### src/design/dnsa_pkg.sv
package dnsa_pkg;

   localparam int MAX_MESSAGE_BYTES = 1024;
   localparam int NAME_LABEL_LIMIT  = 128;

   localparam int OFFSET_WIDTH      = $clog2(MAX_MESSAGE_BYTES + 1);
   localparam int LABEL_COUNT_WIDTH = $clog2(NAME_LABEL_LIMIT + 1);

   localparam int HEADER_BYTES      = 12;
   localparam int QFIXED_BYTES      = 4;
   localparam int AFIXED_BYTES      = 10;
   localparam int A_RDATA_BYTES     = 4;
   localparam int MAX_LABEL_LENGTH  = 63;

   localparam logic [15:0] TYPE_A   = 16'd1;
   localparam logic [15:0] CLASS_IN = 16'd1;
   localparam logic [1:0]  PTR_MARK = 2'b11;

   typedef enum logic [3:0] {
      PH_HEADER = 4'd0,
      PH_QNAME  = 4'd1,
      PH_QPTR   = 4'd2,
      PH_QFIXED = 4'd3,
      PH_ANAME  = 4'd4,
      PH_APTR   = 4'd5,
      PH_AFIXED = 4'd6,
      PH_ASKIP  = 4'd7,
      PH_AMATCH = 4'd8,
      PH_DONE   = 4'd9
   } phase_type;

   typedef enum logic [1:0] {
      ST_FOUND = 2'd0,
      ST_NONE  = 2'd1,
      ST_BAD   = 2'd2
   } status_type;

   typedef struct packed {
      logic [7:0] byte_value;
      logic       last_byte;
   } item_type;

   typedef struct packed {
      logic        valid;
      status_type  status;
      logic [31:0] address;
   } result_type;

endpackage

### src/design/dns_answer_a_record_extractor.sv
// DNS answer A-record extractor.
//
// req channel: one word per message byte. req_tdata[7:0] is the byte,
// req_tlast marks the final byte of the message. rsp channel: one word per
// message, giving status (0 found, 1 no matching A record, 2 malformed or
// truncated) and the IPv4 address, first data byte in the top bits.
//
// Words pass through an input register, one step of the parser logic and an
// output register. A result is registered in the output register by the parser
// step on the byte that decides it (or the last byte of a truncated message),
// after that byte has passed through the input register.
// Throughput is one byte per cycle, set by the single-pass parser step; the
// input register takes a new word while a result waits in the output
// register, and the parser only stalls once both registers hold data and
// rsp_tready is low; req_tready is low exactly while that holds.
//
// Reset (synchronous, active high) empties both registers and returns the
// parser to the start of a message. After the last byte of a message the
// parser is back at the start as well, so messages may follow back to back.
module dns_answer_a_record_extractor (
   input  logic        clock,
   input  logic        reset,
   input  logic        req_tvalid,
   output logic        req_tready,
   input  logic [7:0]  req_tdata,   // [7:0] byte_value
   input  logic        req_tlast,   // last_byte
   output logic        rsp_tvalid,
   input  logic        rsp_tready,
   output logic [39:0] rsp_tdata    // [1:0] status, [33:2] address, [39:34] zero
);
   import dnsa_pkg::*;

   logic       in_valid_ff, in_valid_in;
   item_type   in_item_ff;
   logic       process;

   logic        rsp_valid_ff, rsp_valid_in;
   status_type  rsp_status_ff;
   logic [31:0] rsp_address_ff;

   result_type result;

   // parser advances when the output register can take whatever it emits
   assign process    = in_valid_ff && (!rsp_valid_ff || rsp_tready);
   assign req_tready = !in_valid_ff || process;

   assign in_valid_in  = (req_tvalid && req_tready) ? 1'b1 :
                         (process ? 1'b0 : in_valid_ff);
   assign rsp_valid_in = (process && result.valid) ? 1'b1 :
                         (rsp_tready ? 1'b0 : rsp_valid_ff);

   dnsa_parser u_parser (
      .clock  (clock),
      .reset  (reset),
      .step   (process),
      .item   (in_item_ff),
      .result (result)
   );

   always_ff @(posedge clock) begin
      if (reset) begin
         in_valid_ff  <= 1'b0;
         rsp_valid_ff <= 1'b0;
      end else begin
         in_valid_ff  <= in_valid_in;
         rsp_valid_ff <= rsp_valid_in;
      end
   end

   // payload registers
   always_ff @(posedge clock) begin
      if (req_tvalid && req_tready) begin
         in_item_ff.byte_value <= req_tdata;
         in_item_ff.last_byte  <= req_tlast;
      end
      if (process && result.valid) begin
         rsp_status_ff  <= result.status;
         rsp_address_ff <= result.address;
      end
   end

   assign rsp_tvalid = rsp_valid_ff;
   assign rsp_tdata  = {6'd0, rsp_address_ff, rsp_status_ff};

endmodule

### src/design/dnsa_parser.sv
module dnsa_parser (
   input  logic                clock,
   input  logic                reset,
   input  logic                step,
   input  dnsa_pkg::item_type  item,
   output dnsa_pkg::result_type result
);
   import dnsa_pkg::*;

   logic [OFFSET_WIDTH-1:0]      offset_ff, offset_in;
   logic [15:0]                  qcount_ff, qcount_in;
   logic [15:0]                  acount_ff, acount_in;
   phase_type                    phase_ff, phase_in;
   logic [5:0]                   label_left_ff, label_left_in;
   logic [LABEL_COUNT_WIDTH-1:0] labels_ff, labels_in;
   logic [3:0]                   field_ff, field_in;
   logic [15:0]                  rtype_ff, rtype_in;
   logic [15:0]                  rclass_ff, rclass_in;
   logic [15:0]                  data_left_ff, data_left_in;
   logic [31:0]                  acc_ff, acc_in;
   logic                         given_ff, given_in;

   logic       hit;
   status_type st;
   logic       go_answers;
   logic       is_name;
   phase_type  ptr_phase;
   phase_type  fixed_phase;
   logic [7:0] b;
   logic [3:0] field_next;
   logic [15:0] rdlen;

   assign b = item.byte_value;

   always_comb begin
      offset_in     = offset_ff;
      qcount_in     = qcount_ff;
      acount_in     = acount_ff;
      phase_in      = phase_ff;
      label_left_in = label_left_ff;
      labels_in     = labels_ff;
      field_in      = field_ff;
      rtype_in      = rtype_ff;
      rclass_in     = rclass_ff;
      data_left_in  = data_left_ff;
      acc_in        = acc_ff;
      given_in      = given_ff;
      hit           = 1'b0;
      st            = ST_BAD;
      go_answers    = 1'b0;
      is_name       = 1'b0;
      ptr_phase     = PH_QPTR;
      fixed_phase   = PH_QFIXED;
      field_next    = field_ff + 4'd1;
      rdlen         = {data_left_ff[15:8], b};
      result        = '0;

      if (step) begin
         if (offset_ff < OFFSET_WIDTH'(MAX_MESSAGE_BYTES)) begin
            if (!given_ff) begin
               case (phase_ff)
                  PH_HEADER: begin
                     case (offset_ff)
                        OFFSET_WIDTH'(4): qcount_in = {b, 8'd0};
                        OFFSET_WIDTH'(5): qcount_in = {qcount_ff[15:8], b};
                        OFFSET_WIDTH'(6): acount_in = {b, 8'd0};
                        OFFSET_WIDTH'(7): acount_in = {acount_ff[15:8], b};
                        OFFSET_WIDTH'(HEADER_BYTES - 1): begin
                           if (qcount_ff != 16'd0) begin
                              phase_in      = PH_QNAME;
                              label_left_in = '0;
                              labels_in     = '0;
                              field_in      = '0;
                           end else begin
                              go_answers = 1'b1;
                           end
                        end
                        default: ;
                     endcase
                  end
                  PH_QNAME: begin
                     is_name = 1'b1;
                  end
                  PH_ANAME: begin
                     is_name     = 1'b1;
                     ptr_phase   = PH_APTR;
                     fixed_phase = PH_AFIXED;
                  end
                  PH_QPTR: begin
                     phase_in = PH_QFIXED;
                     field_in = '0;
                  end
                  PH_APTR: begin
                     phase_in = PH_AFIXED;
                     field_in = '0;
                  end
                  PH_QFIXED: begin
                     field_in = field_next;
                     if (field_next >= 4'(QFIXED_BYTES)) begin
                        qcount_in = qcount_ff - 16'd1;
                        if (qcount_in != 16'd0) begin
                           phase_in      = PH_QNAME;
                           label_left_in = '0;
                           labels_in     = '0;
                           field_in      = '0;
                        end else begin
                           go_answers = 1'b1;
                        end
                     end
                  end
                  PH_AFIXED: begin
                     case (field_ff)
                        4'd0: rtype_in = {b, 8'd0};
                        4'd1: rtype_in = {rtype_ff[15:8], b};
                        4'd2: rclass_in = {b, 8'd0};
                        4'd3: rclass_in = {rclass_ff[15:8], b};
                        4'd8: data_left_in = {b, 8'd0};
                        4'd9: data_left_in = rdlen;
                        default: ;
                     endcase
                     field_in = field_next;
                     if (field_next >= 4'(AFIXED_BYTES)) begin
                        // type and class are complete; length completes on this byte
                        if (rtype_ff == TYPE_A && rclass_ff == CLASS_IN &&
                            rdlen == 16'(A_RDATA_BYTES)) begin
                           phase_in = PH_AMATCH;
                           acc_in   = '0;
                        end else if (rdlen == 16'd0) begin
                           acount_in  = acount_ff - 16'd1;
                           go_answers = 1'b1;
                        end else begin
                           phase_in = PH_ASKIP;
                        end
                     end
                  end
                  PH_ASKIP: begin
                     data_left_in = data_left_ff - 16'd1;
                     if (data_left_in == 16'd0) begin
                        acount_in  = acount_ff - 16'd1;
                        go_answers = 1'b1;
                     end
                  end
                  PH_AMATCH: begin
                     acc_in       = {acc_ff[23:0], b};
                     data_left_in = data_left_ff - 16'd1;
                     if (data_left_in == 16'd0) begin
                        hit = 1'b1;
                        st  = ST_FOUND;
                     end
                  end
                  default: ;
               endcase

               // name walk: label bodies are skipped, length bytes are checked
               if (is_name) begin
                  if (label_left_ff != 6'd0) begin
                     label_left_in = label_left_ff - 6'd1;
                  end else if (labels_ff >= LABEL_COUNT_WIDTH'(NAME_LABEL_LIMIT)) begin
                     hit = 1'b1;
                     st  = ST_BAD;
                  end else begin
                     labels_in = labels_ff + LABEL_COUNT_WIDTH'(1);
                     if (b == 8'd0) begin
                        phase_in = fixed_phase;
                        field_in = '0;
                     end else if (b[7:6] == PTR_MARK) begin
                        phase_in = ptr_phase;
                     end else if (b > 8'(MAX_LABEL_LENGTH)) begin
                        hit = 1'b1;
                        st  = ST_BAD;
                     end else begin
                        label_left_in = b[5:0];
                     end
                  end
               end

               if (go_answers) begin
                  if (acount_in == 16'd0) begin
                     hit = 1'b1;
                     st  = ST_NONE;
                  end else begin
                     phase_in      = PH_ANAME;
                     label_left_in = '0;
                     labels_in     = '0;
                     field_in      = '0;
                  end
               end
            end
            offset_in = offset_ff + OFFSET_WIDTH'(1);
            if (hit) begin
               given_in = 1'b1;
               phase_in = PH_DONE;
            end
         end

         result.valid   = hit;
         result.status  = st;
         result.address = (hit && st == ST_FOUND) ? acc_in : 32'd0;

         if (item.last_byte) begin
            if (!hit && !given_ff) begin
               result.valid   = 1'b1;
               result.status  = ST_BAD;
               result.address = 32'd0;
            end
            offset_in     = '0;
            qcount_in     = '0;
            acount_in     = '0;
            phase_in      = PH_HEADER;
            label_left_in = '0;
            labels_in     = '0;
            field_in      = '0;
            rtype_in      = '0;
            rclass_in     = '0;
            data_left_in  = '0;
            acc_in        = '0;
            given_in      = 1'b0;
         end
      end
   end

   always_ff @(posedge clock) begin
      if (reset) begin
         offset_ff     <= '0;
         qcount_ff     <= '0;
         acount_ff     <= '0;
         phase_ff      <= PH_HEADER;
         label_left_ff <= '0;
         labels_ff     <= '0;
         field_ff      <= '0;
         rtype_ff      <= '0;
         rclass_ff     <= '0;
         data_left_ff  <= '0;
         acc_ff        <= '0;
         given_ff      <= 1'b0;
      end else begin
         offset_ff     <= offset_in;
         qcount_ff     <= qcount_in;
         acount_ff     <= acount_in;
         phase_ff      <= phase_in;
         label_left_ff <= label_left_in;
         labels_ff     <= labels_in;
         field_ff      <= field_in;
         rtype_ff      <= rtype_in;
         rclass_ff     <= rclass_in;
         data_left_ff  <= data_left_in;
         acc_ff        <= acc_in;
         given_ff      <= given_in;
      end
   end

   // a given result parks the parser until the message ends
   a_given_done: assert property (@(posedge clock) disable iff (reset)
      given_ff |-> phase_ff == PH_DONE)
      else $error("result flag set outside done phase");

   // label body bytes are only pending inside a name
   a_label_in_name: assert property (@(posedge clock) disable iff (reset)
      label_left_ff != 6'd0 |-> (phase_ff == PH_QNAME || phase_ff == PH_ANAME))
      else $error("label bytes pending outside a name");

   a_label_limit: assert property (@(posedge clock) disable iff (reset)
      labels_ff <= LABEL_COUNT_WIDTH'(NAME_LABEL_LIMIT))
      else $error("label count past limit");

   a_match_len: assert property (@(posedge clock) disable iff (reset)
      phase_ff == PH_AMATCH |-> (data_left_ff != 16'd0 &&
                                 data_left_ff <= 16'(A_RDATA_BYTES)))
      else $error("address bytes out of range");

   // a result on a non-final word must leave the parser done
   a_result_parks: assert property (@(posedge clock) disable iff (reset)
      step && result.valid && !item.last_byte |=> phase_ff == PH_DONE)
      else $error("parser kept running after a result");

endmodule
### config.mk
export PLATFORM = sky130hd
export DESIGN_NAME = dns_answer_a_record_extractor
export DESIGN_NICKNAME = d
export VERILOG_FILES = /design/src/design/dnsa_pkg.sv /design/src/design/dns_answer_a_record_extractor.sv /design/src/design/dnsa_parser.sv
export SDC_FILE = /design/constraint.sdc
export NUM_CORES = 1
export LEC_CHECK = 0
export BUFFER_PORTS_ARGS = -buffer_cell sky130_fd_sc_hd__clkbuf_2
export CAP_MARGIN = 20
export CORE_ASPECT_RATIO = 1.4
export CORE_UTILIZATION = 45
export DETAILED_ROUTE_END_ITERATION = 10
export GPL_TIMING_DRIVEN = 0
export MAX_ROUTING_LAYER = met4
export PLACE_DENSITY_LB_ADDON = 0.3
export SLEW_MARGIN = 20
export SYNTH_ARGS = -nofsm -noshare
export SYNTH_HDL_FRONTEND = slang
export SYNTH_SLANG_ARGS = --single-unit
export TNS_END_PERCENT = 50
### constraint.sdc
create_clock -name clock -period 9.7 [get_ports clock]
set_input_delay 0.485 -clock clock [delete_from_list [all_inputs] [get_ports clock]]
set_output_delay 0.485 -clock clock [all_outputs]
set_load 0.005 [all_outputs]
=== Word level (Yosys, flattened, before mapping) ===
Cells that the tools add are included.
W data, S select, Z words.

* Order comparisons: 5
* Equal/unequal tests: 33
* Reductions and logical operators: 49
* Muxes and demuxes: 159
* $add $sub $neg: 7

{| class="wikitable"
|+ Operators with widths
! cell !! count
|-
| $mux W16 || 25
|-
| $pmux W16 S2 || 7
|-
| $mux W32 || 6
|-
| $mux W4 || 31
|-
| $mux W35 || 3
|-
| $mux W8 || 12
|-
| $mux W6 || 15
|-
| $pmux W32 S2 || 1
|-
| $logic_not A16 Y1 || 3
|-
| $pmux W16 S3 || 1
|-
| $sub A16 B1 Y16 const B || 3
|-
| $eq A11 B3 Y1 const B || 4
|-
| $mux W1 || 36
|-
| $eq A16 B1 Y1 const B || 2
|-
| $reduce_bool A16 Y1 || 2
|-
| $mux W2 || 13
|-
| $reduce_and A6 Y1 || 4
|-
| $mux W11 || 2
|-
| $pmux W4 S5 || 1
|-
| $eq A16 B3 Y1 const B || 1
|-
| $eq A4 B2 Y1 const B || 4
|-
| $eq A4 B3 Y1 const B || 4
|-
| $pmux W4 S4 || 1
|-
| $pmux W8 S2 || 1
|-
| other kinds (34) || 71
|}

* Word-level logic and storage cells: 275
* Bits of input ports: 13
* Output and inout port bits: 42
* Register bits after elaboration: 191

=== Logic depth before layout (Yosys ltp) ===
Gate-level depths: netlist (run 1).

* Depth in word-level cells: 24
* Gate-level depth with buffers: 15
* Mapped depth without buffers: 13

=== By module ===
From an unflattened synthesis (run 1), not the netlist that was laid out.

* Cells, all modules: 1364
* Area, all modules: 10945.5 um2

{| class="wikitable"
|+ Modules (own cells, without submodules)
! module !! cells an instance !! area each (um2) !! times used
|-
| dnsa_parser || 1303 || 9502.9 || 1
|-
| dns_answer_a_record_extractor || 61 || 1442.6 || 1
|}

=== Least setup slack after synthesis (run 1) ===
OpenSTA, ideal clock, no wires.

* Path type: flip-flop to flip-flop
* From: reg u_parser.data_left_ff[0]
* To: reg rsp_address_ff[0] (enable)
* Clock period less this slack: 6.084 ns
* Library setup time: 0.479 ns
* Buffers on the path: 1
* Path slack: 3.616 ns
* Cell stages (with the launch flop): 15
* Arrival time: 5.605 ns
* Data required time: 9.221 ns
* Path through: dfxtp_1 clkbuf_1 inv_1 ha_1 or3b_2 o31ai_1 o221ai_1 nor4_1 o21ai_2 a221o_1 or4_4 nor4_4 and3_1 nor3_1 o32ai_1

* Cells in the longest elaborated chain, start to end: 23
* Elaborated cells between the ends (all ways): 33

{| class="wikitable"
|+ RTL lines
! element !! line !! text
|-
| from (decl) || dnsa_parser.sv:19 || <nowiki>logic [15:0] data_left_ff, data_left_in;</nowiki>
|-
| from (signal assigned) || dnsa_parser.sv:246 || <nowiki>data_left_ff <= data_left_in;</nowiki>
|-
| $sub A16 B1 Y16 (*) || dnsa_parser.sv:137, dnsa_parser.sv:145 ||
|-
| $logic_not A16 Y1 (*) || dnsa_parser.sv:138, dnsa_parser.sv:146 ||
|-
| $mux W1 || dnsa_parser.sv:138, dnsa_parser.sv:146 ||
|-
| $mux W1 || dnsa_parser.sv:61 || <nowiki>case (phase_ff)</nowiki>
|-
| $mux W1 || dnsa_parser.sv:168 || <nowiki>end else if (b > 8'(MAX_LABEL_LENGTH)) begin</nowiki>
|-
| $mux W1 || dnsa_parser.sv:166 || <nowiki>end else if (b[7:6] == PTR_MARK) begin</nowiki>
|-
| $mux W1 || dnsa_parser.sv:163 || <nowiki>if (b == 8'd0) begin</nowiki>
|-
| $mux W1 || dnsa_parser.sv:158 || <nowiki>end else if (labels_ff >= LABEL_COUNT_WIDTH'(NAME_LABEL_LIMIT)) begin</nowiki>
|-
| (+7 left out) || n/a ||
|-
| $mux W1 (*) || dnsa_parser.sv:59 || <nowiki>if (offset_ff < OFFSET_WIDTH'(MAX_MESSAGE_BYTES)) begin</nowiki>
|-
| $mux W1 (*) || dnsa_parser.sv:58 || <nowiki>if (step) begin</nowiki>
|-
| $logic_not A1 Y1 || dnsa_parser.sv:201 || <nowiki>if (!hit && !given_ff) begin</nowiki>
|-
| $logic_and A1 B1 Y1 || dnsa_parser.sv:201 ||
|-
| $mux W35 || dnsa_parser.sv:201 ||
|-
| $mux W35 (*) || dnsa_parser.sv:200 || <nowiki>if (item.last_byte) begin</nowiki>
|-
| $mux W35 (*) || dnsa_parser.sv:58 ||
|-
| $logic_and A1 B1 Y1 (*) || dns_answer_a_record_extractor.sv:76 || <nowiki>if (process && result.valid) begin</nowiki>
|-
| to (signal assigned) || dns_answer_a_record_extractor.sv:78 || <nowiki>rsp_address_ff <= result.address;</nowiki>
|-
| to (decl) || dns_answer_a_record_extractor.sv:39 || <nowiki>logic [31:0] rsp_address_ff;</nowiki>
|}

Mark *: on every way between the ends. The rest lies on a longest branch, timed or not. The select of a mux whose other input is x is not followed.
A chain may end at the register's enable or synchronous reset.

=== Worst setup path after layout (run 1) ===
* From: reg u_parser.data_left_ff[0]
* To: reg rsp_address_ff[1] (enable)

The elaborated chain is that of the path after synthesis.

==> summary.md, run 1 <==
| Metric | Value |
|---|---|
| # fillers | roughly 2200 |
| Final cycle utilization of the critical path | between 60% and 70% |
| Clock Skew | approximately 0.013 ns |
| CTS tree | yes |
| Final ANT Viol Nets | 0 |
| Yosys top cell area share | about 28% |
| Synth area leaders | dfxtp_1, edfxtp_1, a22oi_1 |
| FMAX | between 0.15 and 0.2 GHz |
| Status | finished clean |
| Number of DRC markers in iteration 0 | between 1000 and 1500 |
| Worst skew pair latency | approximately 0.46 ns |
| Max Root-Sink Buffers | 2 |
| Final Max Slew Viols | 0 |
| Vias in the first global route | approximately 9700 |
| CP Capture Type | flip-flop |
| CP bufs+invs | 4 |
| Clock root buffer | clkbuf_16 |
| Crit-path slowest cell | nor3_1 |
| Die W | about 130 µm |
| Vias/cell | ~6.3 |
| Area of the multi-input gates | 5930 µm² |
| Worst hold-check path type | primary input to flip-flop |
| Register area | 4250 µm² |
| Leak Pwr | about 4.2 nW |
| FP Rows | 66 |
| Post-CTS Resized | 0 |
| Num Clock Sinks | 191 |
| Gpl congestion | just under 1 |
| Sw Share | roughly 27% |
| Ys flop type | dfxtp_1 |
| Min cycle time layout | about 6.0 ns |
| Top Usage Layer GRT | met2 |
| Starting density of the core | a little under half |
| Synthesized flop and latch total | 191 |
| Global Route Usage Sum | ~30% |
| Post-synth top area cell | dfxtp_1 |
| Area added between synthesis and finish | 12.2% |
| Post-Syn Area | about 11000 µm² |
| Crit path max fanout | 18 |
| Slew headroom | a little under 30% |
| # nets final | roughly 1400 |
| Hold path depth | 1 |
| Post-Syn Area per Cell | 8.19 µm² |
| Vias | 10700 |
| DRC Markers | 0 |
| Setup TNS | 0 ns |
| Final Hold Fails | 0 |
| Maximum vdd drop | 0.000121 V |
| RSZ-0062 raised after global routing | no |
| Asr flop ratio synth | 0% |
| Final number of setup-violating endpoints | 0 |
| # Post-CTS Setup Buffers | 0 |
| Post-DP HPWL | between 20000 and 25000 µm |
| TritonCTS buffer count | 17 |
| Crit-path max cell delay | just over 0.8 ns |
| First-pass GRT wire length | about 53000 µm |
| I/O Buffers | 47 |
| Met3 usage | 5.18% |
| R2R cell count | 16 |
| Crit Path Category | flip-flop to flip-flop |
| Met2 usage | roughly half |
| Clk pwr share | between 40% and 50% |
| Synth cell types | 81 |
| H-tree levels | 4 |
| Core footprint | around 23000 µm² |
| DIE HEIGHT | 184 µm |
| Power Density | about 140 nW/µm² |
| Layout cells sized above 1 | a little under a tenth |
| WHS | roughly 0.2 ns |
| Worst Tran Pin Value | ~1.1 ns |
| Antenna violations before repair | 1 |
| CP Cell Sequence | clkbuf_1 -> inv_1 -> ha_1 -> or3b_2 -> o31ai_1 -> o2111ai_1 -> nor3_1 -> a21oi_1 -> o21ai_0 -> or4_4 -> nor4_4 -> and3_1 -> nor3_1 -> o32ai_4 -> buf_6 -> buf_6 |
| Pint | roughly 0.0012 W |
| Post-synth EDFFs | 43 |
| Delay-heaviest family, CP | simple AND/OR/NAND/NOR gates |
| Wire length per cell | around 20 µm |
| Final wirelength | roughly 35000 µm |
| Worst setup SP type | flip-flop |
| Io pins | between 50 and 60 |
| Worst EP arrival | between 6 and 7 ns |
| Cell count after synthesis | 1300 |
| GRT Residual Overflow | 0 |
| Logic gate share of total power | under 10% |
| Met1 GRT Util | 34.1% |
| Pin count of the biggest net entering global routing | 21 |
| CTS Hold Bufs | 0 |
| Levels on crit path | 16 |
| CTS clk-pin slew, worst paths | approximately 0.08 ns |
| Yosys warnings | 0 |
| Die Area | roughly 24000 µm² |
| Max_cap viols | 0 |
| WP data required | 9.91 ns |
| First-pass DRT Iterations | 6 |
| Sequential-to-total area share from yosys stat | roughly two fifths |
| P_sw | approximately 0.00045 W |
| Reg power frac | about half |
==> cells in the mapped netlist (11+ instances only) <==
master and count:
nor2_1 227, dfxtp_1 148, a22oi_1 127, clkbuf_1 85, a21oi_1 82, nand2_1 80, nor3_1 51, o21ai_0 44
edfxtp_1 43, nor4_1 31, inv_1 25, nand3_1 21, a31oi_1 18, or4_1 17, ha_1 16, or3_1 16
xnor2_1 16, xor2_1 15, nand2b_1 14, o31ai_1 12, nand4_1 11, or2_2 11
==> final timing paths <==
check / start / to / slack, ns
worst min-delay path: req_tlast / in_item_ff[0] / 0.20
worst max register to register: u_parser.data_left_ff[0] / rsp_address_ff[1] / 3.68
worst max-delay path: u_parser.data_left_ff[0] / rsp_address_ff[1] / 3.68
worst min register to register: u_parser.label_left_ff[4] / u_parser.label_left_ff[4] / 0.50
==> sequential cells by signal, indices dropped and copies added (netlist names), 8 cells and up <==
register,count
rsp_address_ff,32
u_parser.acc_ff,32
u_parser.acount_ff,16
u_parser.data_left_ff,16
u_parser.qcount_ff,16
u_parser.rclass_ff,16
u_parser.rtype_ff,16
u_parser.offset_ff,11
in_item_ff,9
u_parser.labels_ff,8
==> cell families (layout without fill, tap and decap cells) <==
family / Yosys count / after routing / share of synthesized area, %
buf+inv: 127 / 211 / 4.83
simple gates: 541 / 541 / 25.1
mux: 6 / 6 / 0.576
compound gates: 387 / 387 / 25.1
xor+xnor: 31 / 31 / 2.55
fa+ha+maj: 16 / 16 / 1.88
other cells: 1 / 7 / 0.0352
flops: 191 / 191 / 40.0
==> through the flow <==
stage          total power (W)  utilization [%]  area, µm²  instances  worst slack, ns
2_1_floorplan         0.000917                -      10700       1305             3.62
3_3_place_gp          0.000960             48.6      11300       1658             1.89
6_report               0.00165             51.5      11900       1696             3.68
3_5_place_dp          0.000962             49.0      11400       1663             3.75
4_1_cts                0.00165             51.5      11900       1695             3.74
5_1_grt                0.00170             51.5      11900       1696             3.44
==> cells in the final DEF, fill, tap and decap left out, types with 43 or more instances in the layout <==
cell type | netlist | routed
a21oi_1 | 82 | 82
a22oi_1 | 127 | 127
clkbuf_1 | 85 | 86
clkbuf_2 | 0 | 47
dfxtp_1 | 148 | 148
edfxtp_1 | 43 | 43
nand2_1 | 80 | 80
nor2_1 | 227 | 227
nor3_1 | 51 | 51
o21ai_0 | 44 | 44
==> power groups by stage <==
stage          Sequential (W)  Combinational, W  Clock (W)
2_1_floorplan        0.000846         0.0000711          0
3_3_place_gp         0.000849          0.000111          0
3_5_place_dp         0.000849          0.000113          0
4_1_cts              0.000830          0.000114   0.000707
5_1_grt              0.000832          0.000124   0.000739
6_report             0.000831          0.000116   0.000703
==> layout make-up <==
| cell class | instances | share of cell area [%] |
|---|---|---|
| Inverter | 26 | 0.817 |
| Sequential cell | 191 | 35.6 |
| Tap cell | 306 | 3.21 |
| Multi-Input combinational cell | 987 | 49.6 |
| Clock buffer | 18 | 3.59 |
| Antenna cell | 1 | 0.0209 |
| Clock inverter | 14 | 1.25 |
| Buffer | 101 | 3.49 |
| Timing Repair Buffer | 52 | 2.38 |
==> routing by layer <==
layer | vias up | wire [µm]
met2 | 511 | 16700
met4 | 0 | 1390
met3 | 98 | 2320
met1 | 5081 | 14200
li1 | 4981 | -
met5 | - | 0
(Power assumes the default switching activity.)
==> run 2: changes to the inputs <==
ABC_AREA = 1   (was not set)
clock period = 5.9 ns   (was 9.7 ns; I/O delays follow)
==> run 2 against run 1 <==
Effect of this change: worst setup slack got worse by 2.6 ns; routed wire length increased by 8.0%; via count increased by 13%; sequential share of layout area decreased by 2.4 points; die area increased by 7.3%; worst hold slack got worse by 0.068 ns; clock power increased by 72%.
==> summary.md, run 2 <==
| Metric | Value |
|---|---|
| CTS tree | yes (unchanged) |
| Min cycle time layout | 4.82 ns (was 6.02 ns) |
| R2R cell count | 22 (was 16) |
| DIE HEIGHT | 191 µm (was 184 µm) |
| CP Cell Sequence | inv_1 -> nand4_1 -> nor2_2 -> nand2_1 -> inv_1 -> buf_4 -> buf_4 -> nand2_1 -> o21ai_0 -> nand2_1 -> o211ai_1 -> nand4_1 -> nor2_1 -> nand2_1 -> nor2_2 -> nand3_1 -> nand2_2 -> nand2_1 -> nand2_1 -> nand2_1 -> inv_1 -> buf_16 (was clkbuf_1 -> inv_1 -> ha_1 -> or3b_2 -> o31ai_1 -> o2111ai_1 -> nor3_1 -> a21oi_1 -> o21ai_0 -> or4_4 -> nor4_4 -> and3_1 -> nor3_1 -> o32ai_4 -> buf_6 -> buf_6) |
| # Post-CTS Setup Buffers | 0 (unchanged) |
| WHS | 0.134 ns (was 0.202 ns) |
| Register area | 4250 µm² (unchanged) |
| Reg2reg start | in_item_ff[2] (was u_parser.data_left_ff[0]) |
| Num Clock Sinks | 191 (unchanged) |
| Hold path depth | 4 (was 1) |
| Layout Cells excl Fill | 2135 (was 1696) |
| WP data required | 6.07 ns (was 9.91 ns) |
| Clock Skew | 0.0131 ns (about the same) |
| Final Max Slew Viols | 0 (unchanged) |
| Setup TNS | 0 ns (unchanged) |
| Gpl congestion | 0.984 (was 0.994) |
| Yosys warnings | 0 (unchanged) |
| Synth cell types | 48 (was 81) |
| Delay-heaviest family, CP | simple AND/OR/NAND/NOR gates (unchanged) |
| Global Route Usage Sum | 30.3% (was 29.1%) |
| First-pass DRT Iterations | 5 (was 6) |
| Post-synth top area cell | dfxtp_1 (unchanged) |
| Vias/cell | 5.66 (was 6.29) |
| CP Capture Type | flip-flop (unchanged) |
| Worst EP arrival | 4.99 ns (was 6.23 ns) |
| FP Rows | 68 (was 66) |
| R2R Setup Slk | 1.08 ns (was 3.68 ns) |
| Status | finished clean (unchanged) |
| Synth area leaders | dfxtp_1, nand2_1, edfxtp_1 (was dfxtp_1, edfxtp_1, a22oi_1) |
| Final ANT Viol Nets | 0 (unchanged) |
| Commonest non-fill, non-tap cell in the layout | nand2_1 (was nor2_1) |
| Area added between synthesis and finish | 12.2% (about the same) |
| Largest registers | rsp_address_ff x32, u_parser.acc_ff x32 (unchanged) |
| Tot Pwr | 0.00287 W (was 0.00165 W) |
| Crit-path slowest cell | edfxtp_1 (was nor3_1) |
| Top cells by count, synth | nand2_1, nor2_1, inv_1 (was nor2_1, dfxtp_1, a22oi_1) |
| Ant. Diodes | 0 (was 1) |
| Io pins | 55 (unchanged) |
| TritonCTS buffer count | 17 (unchanged) |
| Layout cells sized above 1 | 6.76% (was 9.50%) |
| Final Hold Fails | 0 (unchanged) |
| H-tree levels | 4 (unchanged) |
| Synthesized flop and latch total | 191 (unchanged) |
| Max Root-Sink Buffers | 2 (unchanged) |
| RSZ-0062 raised after global routing | no (unchanged) |
| Clock root buffer | clkbuf_16 (unchanged) |
| Wire length per cell | 17.5 µm (was 20.4 µm) |
| Worst reg2reg path endpoint | rsp_address_ff[6] (was rsp_address_ff[1]) |
| Core footprint | 24800 µm² (was 23200 µm²) |
| Placed Cells | 2094 (was 1663) |
| Post-Syn Area per Cell | 6.63 µm² (was 8.19 µm²) |
| Area of the multi-input gates | 6210 µm² (was 5930 µm²) |
| GRT Residual Overflow | 0 (unchanged) |
| First-pass GRT wire length | 58600 µm (was 53200 µm) |
| Leak Pwr | 5.07 nW (was 4.21 nW) |
| Final wirelength | 37300 µm (was 34600 µm) |
| Yosys top cell area share | 25.9% (was 27.8%) |
| Utilization after layout | 51.6% (was 51.5%) |
| Antenna violations before repair | 0 (was 1) |
| Asr flop ratio synth | 0% (unchanged) |
| Die Area | 26100 µm² (was 24300 µm²) |
| Crit Path Category | flip-flop to flip-flop (unchanged) |
| Sequential-to-total area share from yosys stat | 37.2% (was 40.0%) |
| Post-Syn Area | 11400 µm² (was 10600 µm²) |
| # fillers | 2515 (was 2244) |
| Die W | 137 µm (was 132 µm) |
| Final number of setup-violating endpoints | 0 (unchanged) |
| HP Start | rsp_tready (was req_tlast) |
| Vias | 12100 (was 10700) |
| Crit path max fanout | 21 (was 18) |
| Post-synth EDFFs | 43 (unchanged) |
| Power Density | 224 nW/µm² (was 138 nW/µm²) |
| CTS clk-pin slew, worst paths | 0.08 ns (about the same) |
| Number of DRC markers in iteration 0 | 979 (was 1010) |
| FMAX | 0.207 GHz (was 0.166 GHz) |
| Crit-path max cell delay | 0.58 ns (was 0.83 ns) |
| I/O Buffers | 48 (was 47) |
| Post-CTS Resized | 0 (unchanged) |
| Pin count of the biggest net entering global routing | 22 (was 21) |
| DRC Markers | 0 (unchanged) |
| Starting density of the core | 46.0% (was 45.9%) |
| CP most frequent cell | nand2_1 |
| Hold endpoint | rsp_tvalid (was in_item_ff[0]) |
| Final cycle utilization of the critical path | 81.7% (was 62.1%) |
| Slew headroom | 33.1% (was 29.2%) |
| Worst Tran Pin Value | 0.996 ns (was 1.05 ns) |
| Ys flop type | dfxtp_1 (unchanged) |
| Vias in the first global route | 11300 (was 9735) |
| # nets final | 1836 (was 1405) |
| Cell count after synthesis | 1725 (was 1300) |
| Most frequent cell after synthesis | nand2_1 (was nor2_1) |
| CP bufs+invs | 6 (was 4) |
| Most frequent cells in the layout | nand2_1, nor2_1, inv_1, a21oi_1, dfxtp_1 (was nor2_1, dfxtp_1, a22oi_1, clkbuf_1, a21oi_1) |
| Post-DP HPWL | 27500 µm (was 24900 µm) |
| Worst setup SP type | flip-flop (unchanged) |
| Worst hold-check path type | primary input to flip-flop (unchanged) |
| Worst skew pair latency | 0.46 ns (about the same) |
| Max_cap viols | 0 (unchanged) |
| Maximum vdd drop | 0.000214 V (was 0.000121 V) |
==> run 2: worst max path at each step <==
stage / from / endpoint / slack (ns) / cells after the start
global route: in_item_ff[2] / rsp_address_ff[5] / 0.74 / 22
floorplan: u_parser.data_left_ff[0] / rsp_address_ff[0] / 2.44 / 21
CTS: in_item_ff[2] / rsp_address_ff[5] / 1.20 / 22
global placement: in_item_ff[2] / rsp_address_ff[1] / 1.00 / 21
finish: in_item_ff[2] / rsp_address_ff[6] / 1.08 / 22
detailed placement: in_item_ff[2] / rsp_address_ff[1] / 1.23 / 22
==> run 2: final cells by class <==
class | instances | share of cell area (%)
Multi-Input combinational cell | 1288 | 48.4
Inverter | 181 | 5.30
Clock buffer | 19 | 3.62
Sequential cell | 191 | 33.2
Buffer | 70 | 2.46
Clock inverter | 13 | 1.22
Tap cell | 315 | 3.07
Timing Repair Buffer | 58 | 2.79
==> run 2: kinds of logic after synthesis <==
kind of cell | share of synthesized area, %
buffers and inverters | 8.70
adder cells (fa/ha/maj) | 1.75
XOR/XNOR | 2.22
other | 0.0328
AO/OA/AOI/OAI | 17.3
AND/OR/NAND/NOR | 32.8
flip-flops | 37.2
==> run 2: timing repair <==
action / 4_1_cts / 5_1_grt
endpoints found under the hold margin: 9 / 0
hold buffers: 9 / 0
endpoints found under the setup margin: 0 / 0
==> run 2: where the power goes <==
group          internal [W]  switching (W)
sequential          0.00136      0.0000221
combinational     0.0000760       0.000205
clock              0.000608       0.000604
total               0.00204       0.000831
==> run 2: per-stage QoR <==
| step | instance area (µm²) | worst slack, ns |
|---|---|---|
| 2_1_floorplan | 11400 | 2.44 |
| 3_3_place_gp | 12100 | 1.00 |
| 3_5_place_dp | 12100 | 1.23 |
| 4_1_cts | 12800 | 1.20 |
| 5_1_grt | 12800 | 0.742 |
| 6_report | 12800 | 1.08 |
==> run 2: worst register-to-register path, delay by kind of cell, from the launching register on <==
| family | cells | cell delay [ns] |
|---|---|---|
| AOI/OAI and AO/OA | 2 | 0.18 |
| and+or+nand+nor | 14 | 2.00 |
| buffers and inverters | 6 | 1.78 |
| DFF | 1 | 0.58 |
==> run 2: metal layers <==
metal  up-vias  track usage (%)  wire length, µm
met3       145             3.46             2170
met4         0             21.2             2480
met5         -                -                0
met2       483             50.9            18300
met1      5585             33.1            14300
li1       5880                -                -
